[config.mk]
export PLATFORM = sky130hd
export DESIGN_NAME = abpt_fold
export DESIGN_NICKNAME = d
export VERILOG_FILES = /design/src/rtl/core/abpt_pkg.sv /design/src/rtl/core/abpt_fold.sv
export SDC_FILE = /design/constraint.sdc
export NUM_CORES = 2
export LEC_CHECK = 0
export BUFFER_PORTS_ARGS = -buffer_cell sky130_fd_sc_hd__buf_2
export CORE_MARGIN = 4
export CORE_UTILIZATION = 45
export DETAILED_ROUTE_END_ITERATION = 12
export MAX_ROUTING_LAYER = met4
export PLACE_DENSITY = 0.67
export SETUP_SLACK_MARGIN = 0.2
export SYNTH_ARGS = -nofsm -noshare
export SYNTH_HDL_FRONTEND = slang
export SYNTH_SLANG_ARGS = --single-unit
[constraint.sdc]
create_clock -name clk -period 9.29 [get_ports clk]
set_input_delay 0.4645 -clock clk [delete_from_list [all_inputs] [get_ports clk]]
set_output_delay 0.4645 -clock clk [all_outputs]
set_load 0.05 [all_outputs]
[src/rtl/core/abpt_pkg.sv]
`timescale 1ns / 1ps

package abpt_pkg;

    localparam int WINDOW_DEPTH         = 64;
    localparam int THRESHOLD_PERCENTILE = 93;

    localparam int QUARTER_DEPTH = WINDOW_DEPTH / 4;
    localparam int PCT_CLAMPED   = (THRESHOLD_PERCENTILE > 100) ? 100 : THRESHOLD_PERCENTILE;
    localparam int PCT_INDEX     = (PCT_CLAMPED * (WINDOW_DEPTH - 1)) / 100;
    localparam int WIN_AW        = $clog2(WINDOW_DEPTH);
    localparam int CNT_W         = $clog2(QUARTER_DEPTH);

    localparam int VOL_W = 16;
    localparam int FIX_W = 32;

    // fold weights, 16 fraction bits
    localparam logic [15:0] W_THR_BEAT  = 16'd58982;
    localparam logic [15:0] W_THR_OTHER = 16'd64881;
    localparam logic [15:0] W_LAG_UP    = 16'd1311;
    localparam logic [15:0] W_LAG_DOWN  = 16'd39322;

    // configuration port
    localparam int NUM_REGS = 3;
    localparam int APB_AW   = $clog2(NUM_REGS * 4);
    localparam logic [APB_AW-3:0] REG_BEAT_FROM_AUDIO = 2'd0;
    localparam logic [APB_AW-3:0] REG_BEAT_TO_BREAK   = 2'd1;
    localparam logic [APB_AW-3:0] REG_SUSTAINED_BREAK = 2'd2;

    typedef enum logic [1:0] {
        PH_BEAT      = 2'd0,
        PH_BREAK     = 2'd1,
        PH_SUSTAINED = 2'd2
    } phrase_t;

    // sorted cell value: top bit marks the empty slot left by a delete
    typedef logic [VOL_W:0] sort_val_t;
    localparam sort_val_t SORT_INF = {1'b1, {VOL_W{1'b0}}};

    typedef struct packed {
        logic             del;
        logic             ins;
        logic [VOL_W-1:0] key;
    } sort_cmd_t;

endpackage

[src/rtl/core/abpt_fold.sv]
`timescale 1ns / 1ps

module abpt_fold
    import abpt_pkg::*;
(
    input  logic             clk,
    input  logic             load,
    input  logic [VOL_W-1:0] vol,
    input  logic [FIX_W-1:0] prev,
    input  logic [15:0]      weight,
    output logic [FIX_W-1:0] result
);

    logic [16:0] inv_w;
    logic [32:0] p_new_full;
    logic [47:0] p_old_full;
    logic [31:0] p_new_reg;
    logic [47:0] p_old_reg;
    logic [47:0] p_old_rnd;

    assign inv_w      = 17'h10000 - {1'b0, weight};
    assign p_new_full = {17'b0, vol} * {16'b0, inv_w};
    assign p_old_full = {16'b0, prev} * {32'b0, weight};

    always_ff @(posedge clk)
    begin
        if (load)
        begin
            p_new_reg <= p_new_full[31:0];
            p_old_reg <= p_old_full;
        end
    end

    // round half up on the old term; the new term needs no rounding, its 16 fraction bits match the result
    assign p_old_rnd = p_old_reg + 48'd32768;
    assign result    = p_new_reg + p_old_rnd[47:16];

endmodule

# After elaboration in Yosys (flattened, before gate mapping)
# Cells that the tools add are included.
# op_classes
addsub	3
multipliers	2
# ops
op	n
adder 48 x 16 -> 48 bit, second input constant	1
multiplier 32 x 16 -> 48 bit	1
adder 32 bit	1
multiplier 16 x 17 -> 32 bit	1
subtractor 17 x 16 -> 17 bit, first input constant	1
# totals
regBits	80
in_bits	66
out_inout_bits	32
wordCells	7

# Depth between registers and ports, before layout
# logic_depth
depth_word	2
depth_mapped	31
depth_no_buf	29

# Least setup slack after synthesis
# Ideal clock, no wire load.
# synth_timing
kind	input to register
startpoint	input port weight[7]
endpoint	register p_new_reg[30], data pin
setup_ps	258
t_arrival_ps	7288
t_required_ps	9032
slack_ps	1744
path_stages	27
path_buffers	2
cell_sequence	buf_2 -> or3_4 -> or4_4 -> or3_1 -> xor2_1 -> clkbuf_1 -> nand2_1 -> fa_1 -> fa_1 -> fa_1 -> inv_1 -> fa_1 -> fa_1 -> inv_1 -> fa_1 -> inv_1 -> ha_1 -> a21o_1 -> a21oi_1 -> o21ai_0 -> a41oi_1 -> nand2_1 -> a31oi_1 -> o21ai_0 -> a21o_1 -> a21oi_1 -> xnor2_1
# synth_between
elab_chain_cells	2
# synth_lines
item	line_no	rtl
start, declared	abpt_fold.sv:10	input logic [15:0] weight,
subtractor 17 x 16 -> 17 bit	abpt_fold.sv:21	assign inv_w = 17'h10000 - {1'b0, weight};
multiplier 16 x 17 -> 32 bit	abpt_fold.sv:22	assign p_new_full = {17'b0, vol} * {16'b0, inv_w};
named net p_new_full[30]	abpt_fold.sv:15	logic [32:0] p_new_full;
end signal, assigned	abpt_fold.sv:29	p_new_reg <= p_new_full[31:0];
end, declared	abpt_fold.sv:17	logic [31:0] p_new_reg;
# The timed path passes the listed nets, and every way through them passes these cells.
# A chain may end at the register's enable or synchronous reset.

# Worst setup path after layout
# layout_timing
startpoint	input port weight[3]
endpoint	register p_new_reg[31], data pin
# Same word-level chain as after synthesis.

==> flow_summary.ini <==
[placement]
dp_cells = 3937
dp_hpwl_um = 54500
place_congestion = 0.904
placed_area_mm2 = 0.0295
pre_cts_ws_ns = 1.14
io_buffers = 97

[detailed_routing]
vias = 20500
wl_per_cell_um = 17.2
firstDrtPassIters = 6
drc_errors = 0
drt_iter0_drc = 1143
viasPerCell = 5.19
ant_nets = 0
wl_um = 67900

[hold_path]
worstHoldPathType = in -> reg
hp-start = vol[0]

[clock_network]
cts_buffers = 9
postCtsSetupBuffers = 0
cts-resized-gates = 0
cts_tree = yes
root_buffer = clkbuf_16
clock_tree.buffer_depth = 2
numClockSinks = 65
cts.htree.levels = 3
clkTransAtPathRegs_ns = 0.05
hold_buffers = 0

[yosys]
synth_area_mm2 = 0.0283
synth_edf_count = 65
synth_top_cell_area_share = 0.443
yosysWarnings = 0
syn-num-nets = 4053
synth_area_leader_cell = fa_1
synthCells = 3111
ys.flop_type = edfxtp_1
synth_cell_type_count = 64
ys_top_cells_by_count = inv_1 (680), fa_1 (625), nand2_1 (472), and2_1 (350), ha_1 (251)
synth-seq-cells = 65
synth_area_per_cell_um2 = 9.08
yosysSeqAreaShare = 0.0691
synthMostInstantiatedCell = inv_1
async_reset_ff_frac = 0
ys_top_cells_by_area = fa_1 (44%), ha_1 (11%), inv_1 (9.0%)

[die]
die_w_um = 259
initial_core_util = 0.456
die_area_mm2 = 0.0669
die_y_um = 259
io_pins = 98
core_mm2 = 0.0619
num_rows = 91

[sta]
relSlewSlack = 0.395
fmax_mhz = 126
worst_pin_slew_ns = 0.908
fin_crit_sh = 0.851
grt_setup_unrepaired = no
setup_ws_ns = 1.38
tns_ns = 0
setup_violations = 0
fin_crit_ns = 7.91
hold_violations = 0
final_max_slew_viol_count = 0

[finish]
drive_gt1_frac = 0.0507
nets = 4053
seq_area_mm2 = 0.00195
fin_cells = 3955
final_cell_area_mm2 = 0.0298
multi_input_area_mm2 = 0.0232
syn2layout_area_growth_pct = 5.40
num-fill-cells = 5916
largest_reg_flops = 33

[worst_setup_path]
worst-path-max-fanout = 16
critPathBufInv = 5
cp_slowest_cell = or3_1
cpLargestDelayFamily = adder cells
setup.worst_path.class = in -> reg
crit_start = weight[3]
cp_data_required_time_ns = 9.38
worst_setup_path_end_kind = flip-flop
cp.arrival_ns = 8.00
slowest_delay_ns = 0.61
crit_top_cell = fa_1
cp-start-kind = input pin

[global_route]
grt_pass1_vias = 21900
overflow = 0
antenna_found_initial = 2
track_usage = 0.218
grt_pass1_wl_um = 113000
grt_max_degree = 66

[run_status]
outcome = finished clean

[job]
maxCapViolations = 0
==> cells in the final DEF (no fill, tap or decap), drive strengths merged, types with 5 or more instances in the layout <==
cell type	n
nand2	472
o21a	9
a211oi	9
inv	680
xor2	37
o21ai	33
o21bai	14
buf	126
nor3	18
a31oi	5
nor2	56
nand2b	8
fa	625
edfxtp	65
xnor2	96
a21o	44
a21oi	77
ha	251
o31ai	5
or3	6
nand4	14
clkbuf	12
nand3	27
and2	350
and3	25
nor4	6
==> worst paths after layout <==
| kind | slack [ns] | end | cells past startpoint |
|---|---|---|---|
| setup / recovery | 1.38 | p_new_reg[31] | 28 |
| hold / removal | 0.70 | p_new_reg[0] | 2 |
==> cell families after synthesis <==
group                    count (synthesis)  share of synthesized area
AO/OA/AOI/OAI                          228                     0.0540
XOR/XNOR                               133                     0.0412
adder cells (fa/ha/maj)                876                      0.554
buffers and inverters                  817                      0.109
flip-flops                              65                     0.0691
AND/OR/NAND/NOR                        992                      0.172
==> stage by stage <==
step,util,hold slack [ns]
floorplan,-,0.577
global placement,0.476,1.06
detailed placement,0.476,1.05
CTS,0.481,0.687
global route,0.481,0.720
finish,0.481,0.704
==> routing by layer <==
metal,global-route usage,wire [um],vias up
met3,0.0270,3800,101
met5,-,0,-
li1,-,-,9303
met4,0.0519,1750,0
met2,0.362,33300,546
met1,0.288,29000,10600
==> layout make-up <==
| class | count | area share |
|---|---|---|
| Antenna cell | 2 | 0.000168 |
| Clock inverter | 4 | 0.00227 |
| Timing Repair Buffer | 126 | 0.0236 |
| Inverter | 680 | 0.0857 |
| Clock buffer | 12 | 0.00794 |
| Sequential cell | 65 | 0.0655 |
| Multi-Input combinational cell | 2229 | 0.780 |
| Tap cell | 837 | 0.0352 |
Power is left out: the tool's default activity adds up to more than one toggle a clock period on the data nets, which glitch-free logic cannot reach.
