[config.mk]
export PLATFORM = sky130hd
export DESIGN_NAME = abpt_window
export DESIGN_NICKNAME = d
export VERILOG_FILES = /design/src/rtl/core/abpt_pkg.sv /design/src/rtl/core/abpt_window.sv
export SDC_FILE = /design/constraint.sdc
export NUM_CORES = 1
export LEC_CHECK = 0
export BUFFER_PORTS_ARGS = -buffer_cell sky130_fd_sc_hd__buf_4
export CAP_MARGIN = 5
export CORE_ASPECT_RATIO = 1.1
export CORE_UTILIZATION = 60
export DETAILED_ROUTE_END_ITERATION = 12
export PLACE_DENSITY = 0.8
export SYNTH_ARGS = -nofsm -noshare
export SYNTH_HDL_FRONTEND = slang
export SYNTH_SLANG_ARGS = --single-unit
export TNS_END_PERCENT = 1
[constraint.sdc]
create_clock -name clk -period 3.4 [get_ports clk]
set_input_delay 0.34 -clock clk [delete_from_list [all_inputs] [get_ports clk]]
set_output_delay 0.34 -clock clk [all_outputs]
set_load 0.05 [all_outputs]
[src/rtl/core/abpt_pkg.sv]
`timescale 1ns / 1ps

package abpt_pkg;

    localparam int WINDOW_DEPTH         = 64;
    localparam int THRESHOLD_PERCENTILE = 93;

    localparam int QUARTER_DEPTH = WINDOW_DEPTH / 4;
    localparam int PCT_CLAMPED   = (THRESHOLD_PERCENTILE > 100) ? 100 : THRESHOLD_PERCENTILE;
    localparam int PCT_INDEX     = (PCT_CLAMPED * (WINDOW_DEPTH - 1)) / 100;
    localparam int WIN_AW        = $clog2(WINDOW_DEPTH);
    localparam int CNT_W         = $clog2(QUARTER_DEPTH);

    localparam int VOL_W = 16;
    localparam int FIX_W = 32;

    // fold weights, 16 fraction bits
    localparam logic [15:0] W_THR_BEAT  = 16'd58982;
    localparam logic [15:0] W_THR_OTHER = 16'd64881;
    localparam logic [15:0] W_LAG_UP    = 16'd1311;
    localparam logic [15:0] W_LAG_DOWN  = 16'd39322;

    // configuration port
    localparam int NUM_REGS = 3;
    localparam int APB_AW   = $clog2(NUM_REGS * 4);
    localparam logic [APB_AW-3:0] REG_BEAT_FROM_AUDIO = 2'd0;
    localparam logic [APB_AW-3:0] REG_BEAT_TO_BREAK   = 2'd1;
    localparam logic [APB_AW-3:0] REG_SUSTAINED_BREAK = 2'd2;

    typedef enum logic [1:0] {
        PH_BEAT      = 2'd0,
        PH_BREAK     = 2'd1,
        PH_SUSTAINED = 2'd2
    } phrase_t;

    // sorted cell value: top bit marks the empty slot left by a delete
    typedef logic [VOL_W:0] sort_val_t;
    localparam sort_val_t SORT_INF = {1'b1, {VOL_W{1'b0}}};

    typedef struct packed {
        logic             del;
        logic             ins;
        logic [VOL_W-1:0] key;
    } sort_cmd_t;

endpackage

[src/rtl/core/abpt_window.sv]
`timescale 1ns / 1ps

module abpt_window
    import abpt_pkg::*;
(
    input  logic             clk,
    input  logic             rst_n,
    input  logic             push,
    input  logic [VOL_W-1:0] push_data,
    output logic [VOL_W-1:0] evict_data
);

    logic [VOL_W-1:0]  mem [WINDOW_DEPTH];
    logic [WIN_AW-1:0] wp_reg;
    logic              full_reg;
    logic [VOL_W-1:0]  rd_reg;
    logic              rd_valid_reg;

    always_ff @(posedge clk or negedge rst_n)
    begin
        if (!rst_n)
        begin
            wp_reg       <= '0;
            full_reg     <= 1'b0;
            rd_valid_reg <= 1'b0;
        end
        else if (push)
        begin
            rd_valid_reg <= full_reg;
            if (wp_reg == WIN_AW'(WINDOW_DEPTH - 1))
            begin
                wp_reg   <= '0;
                full_reg <= 1'b1;
            end
            else
            begin
                wp_reg <= wp_reg + 1'b1;
            end
        end
    end

    // read the oldest entry and overwrite it in the same cycle
    always_ff @(posedge clk)
    begin
        if (push)
        begin
            rd_reg      <= mem[wp_reg];
            mem[wp_reg] <= push_data;
        end
    end

    // entries not yet written since reset read as zero
    assign evict_data = rd_valid_reg ? rd_reg : '0;

endmodule

Yosys cells after proc, flatten, opt, wreduce, memory -nomap -nowiden
Memory sizes are Yosys's and may differ from the RTL's. A register that Yosys moved wholly into a read port is not among the register bits.
Index checks and enable logic that the tools add are counted.

word-level totals
  memory bits (writable) = 1024
  input port bits = 19
  output and inout port bits = 16
  memories kept = 1
  bits in registers = 8

operators by class
  add/subtract/negate cells = 1
  eq/ne operators = 1
  reductions and logical operators = 1
  mux-type cells = 4

memories
  name  depth  width  rd ports  clocked after memory_dff  write ports  RTL line           RTL
  mem   64     16     1         1                         1            abpt_window.sv:13  logic [VOL_W-1:0] mem [WINDOW_DEPTH];

operators with widths
  operator                                                        number
  16-bit two-way mux                                              1
  6-bit by 1-bit adder with 6-bit output (second input constant)  1
  6-bit equality test (second input constant)                     1
  6-bit two-way mux                                               1
  1-bit two-way mux                                               2
  2-bit AND reduction                                             1

Longest topological paths before layout
  depth after elaboration = 2
  gate-level depth with buffers = 11
  depth with buffers taken out = 6

Worst setup path after synthesis
OpenSTA, ideal clock, no wires.

  path type = reg-to-reg
  start point = register wp_reg[2]
  end point = memory mem[0][0], enable pin
  stages on the path, launching flop included = 10
  arrival = 2377 ps
  library setup time = 388 ps
  period minus slack after synthesis = 2765 ps
  slack = 635 ps
  path through = dfrtp_1 > buf_6 > buf_6 > buf_6 > buf_6 > buf_6 > clkbuf_1 > nor2b_1 > nand2_1 > nor2_1

RTL lines
  what                    RTL line           RTL
  from (decl)             abpt_window.sv:14  logic [WIN_AW-1:0] wp_reg;
  from (signal assigned)  abpt_window.sv:37  wp_reg <= wp_reg + 1'b1;
  to (decl)               abpt_window.sv:13

No word-level cell before the write port.

==> flow_summary.json <==
{
  "critPathKind": "flop to flop",
  "drive_above_1_share_pct": 17.5,
  "row_count": 99,
  "rsz0062_at_grt": "false",
  "cts_buffers": 100,
  "fill_cells": 3913,
  "hold_slack_ps": 139,
  "overflow": 0,
  "drc": 0,
  "wl_per_cell_um": 34.7,
  "synth_edf_count": 1040,
  "ant_nets": 0,
  "synth_cells": 2347,
  "via_per_inst": 7.31,
  "stdcell_count": 3429,
  "synth_warnings": 0,
  "h-tree-depth": 3,
  "fin_tns_setup_ps": -58.0,
  "die_y_um": 275,
  "setup_violations": 1,
  "first_global_vias": 24300,
  "synth_fp_nets": 2367,
  "timing.fmax_ghz": 0.289,
  "synth_seq_cells": 1048,
  "grt_max_degree": 76,
  "drt_pass1_iterations": 6,
  "slew_violations": 0,
  "worstMarginPinSlew_ps": 1080,
  "hold_viol": 0,
  "clk_pin_slew_ps": 70,
  "synth_area_per_cell_sq_um": 17.3,
  "p_leak_nw": 14.9,
  "ctsRootBufferMaster": "clkbuf_16",
  "drt_iter0_markers": 4560,
  "crit_fanout": 51,
  "antenna_found_initial": 6,
  "cp-start-kind": "flop",
  "die_w_um": 250,
  "start_util_pct": 60.9,
  "clk_latency_ps": 690,
  "fp.dieArea_sq_um": 68600,
  "finClkSkew_ps": 35.1,
  "grt_first_pass_wirelength_um": 170000,
  "ys_types": 62,
  "grtUsageTotal_pct": 34.9,
  "place_hpwl_um": 69600,
  "clockBufferDepth": 3,
  "routabilityCongestion": 1.08,
  "largest_reg_flops": 1024,
  "post-route-util_pct": 69.0,
  "p_per_area_nw_per_um2": 801,
  "outcome": "finished with violations",
  "dp_cells": 3241,
  "io_buffers": 34,
  "final_cell_mix": "1040 x edfxtp_1, 192 x buf_4, 129 x a221oi_1, 129 x nor2_1, 124 x a22oi_1",
  "min_path_type": "primary input to async pin",
  "period_share_pct": 102,
  "async_flop_share_pct": 0.763,
  "cap_violations": 0,
  "io_pins": 35,
  "pre_cts_ws_ps": 36.8,
  "required_ps": 3810,
  "core_sq_um": 66500,
  "cp-end-kind": "flop",
  "synth_area_sq_um": 40500,
  "violations": "setup timing",
  "nNetsFinal": 2506,
  "vdd_drop_max_mv": 0.512,
  "fin_ws_ps": -58.0,
  "finish.instance_area_sq_um": 45900,
  "cts_tree": "done",
  "synthFlopType": "edfxtp_1",
  "syn2layout_area_growth_pct": 13.3,
  "relSlewSlack_pct": 27.6,
  "yosysSeqAreaShare_pct": 77.6,
  "arrival_ps": 3870,
  "post_dp_cell_area_sq_um": 42600,
  "cts_sinks": 1048,
  "total_power_mw": 36.8,
  "finalCriticalPeriod_ps": 3460,
  "mostFrequentLayoutCell": "edfxtp_1",
  "routed_wl_um": 119000,
  "num_vias": 25100
}
[area by class of cell]
class | instances | area, sq um | area share, %
Clock inverter | 65 | 638 | 1.39
Inverter | 4 | 15.0 | 0.0327
Sequential cell | 1048 | 31400 | 68.5
Antenna cell | 1 | 2.50 | 0.00545
Clock buffer | 121 | 2650 | 5.76
Multi-Input combinational cell | 1117 | 8220 | 17.9
Timing Repair Buffer | 215 | 1890 | 4.12
Tap cell | 858 | 1070 | 2.34
[path summary, 6_finish.rpt]
path	slack, ps	from	endpoint	depth (start not counted)
max	-60	wp_reg[2]	rd_reg[4]	7
min	140	rst_n	full_reg	2
max reg2reg	-60	wp_reg[2]	rd_reg[4]	7
min reg2reg	470	full_reg	full_reg	1
max in group asynchronous	3090	rst_n	wp_reg[1]	2
min in group clk	260	push_data[7]	mem[42][7]	1
[repair_timing]
item / CTS / global route
setup endpoints to repair: 1 / 2
gates resized for setup: 1 / 2
buffers inserted: 0 / 0
hold buffers: 1 / 0
endpoints found under the hold margin: 8 / 0
[Yosys cell counts (all sizes together), types with 3 or more instances]
| cell type | instances | share of area, % |
|---|---|---|
| buf | 104 | 1.6 |
| o211ai | 9 | 0.17 |
| or3 | 9 | 0.14 |
| nand2 | 58 | 0.54 |
| o2111ai | 3 | 0.065 |
| a221o | 21 | 0.52 |
| o21ai | 97 | 1.2 |
| a22o | 41 | 0.89 |
| or4b | 3 | 0.074 |
| mux2 | 59 | 1.7 |
| nor2b | 7 | 0.11 |
| nor3 | 23 | 0.28 |
| a31oi | 15 | 0.23 |
| clkbuf | 74 | 0.69 |
| and2 | 22 | 0.34 |
| or4 | 5 | 0.093 |
| a21oi | 81 | 1.0 |
| a221oi | 129 | 2.8 |
| o2bb2ai | 9 | 0.19 |
| o22ai | 40 | 0.62 |
| o22a | 7 | 0.15 |
| nand3 | 13 | 0.16 |
| a222oi | 8 | 0.20 |
| o32ai | 8 | 0.17 |
| nand3b | 4 | 0.074 |
| inv | 4 | 0.037 |
| edfxtp | 1040 | 77 |
| nand4 | 6 | 0.093 |
| o221ai | 12 | 0.26 |
| a211oi | 13 | 0.24 |
| nor2 | 131 | 1.2 |
| and3 | 4 | 0.062 |
| mux2i | 111 | 2.7 |
| nand2b | 5 | 0.077 |
| mux4 | 18 | 1.0 |
| dfrtp | 8 | 0.49 |
| a22oi | 124 | 2.3 |
[power by group]
part           internal (mW)  total (mW)  switching [mW]
sequential              14.8        15.1           0.331
combinational           3.44        10.5            7.03
clock                   6.45        11.2            4.76
total                   24.7        36.8            12.1
[metal layers]
metal / global-route usage, % / up-vias / wire (um)
li1: - / 9926 / -
met1: 45.0 / 12300 / 39700
met2: 54.1 / 2317 / 54300
met3: 7.92 / 470 / 16200
met4: 23.1 / 6 / 8550
met5: 0 / - / 41
[critical path, stage by stage, from the launching register on]
cell,delay (ps)
dfrtp_4,640
and2_4,470
buf_4,320
a221oi_1,270
nor2_1,60
o21ai_0,530
nand4_1,330
or4_1,530
[logic make-up after synthesis]
group	Yosys count	synth area share [%]
flops	1048	77.6
compound gates	632	11.3
simple gates	294	3.32
mux	188	5.41
buf+inv	182	2.32
xor+xnor	2	0.0432
fa+ha+maj	1	0.0309
No activity file was read; power rests on OpenSTA's default activity.
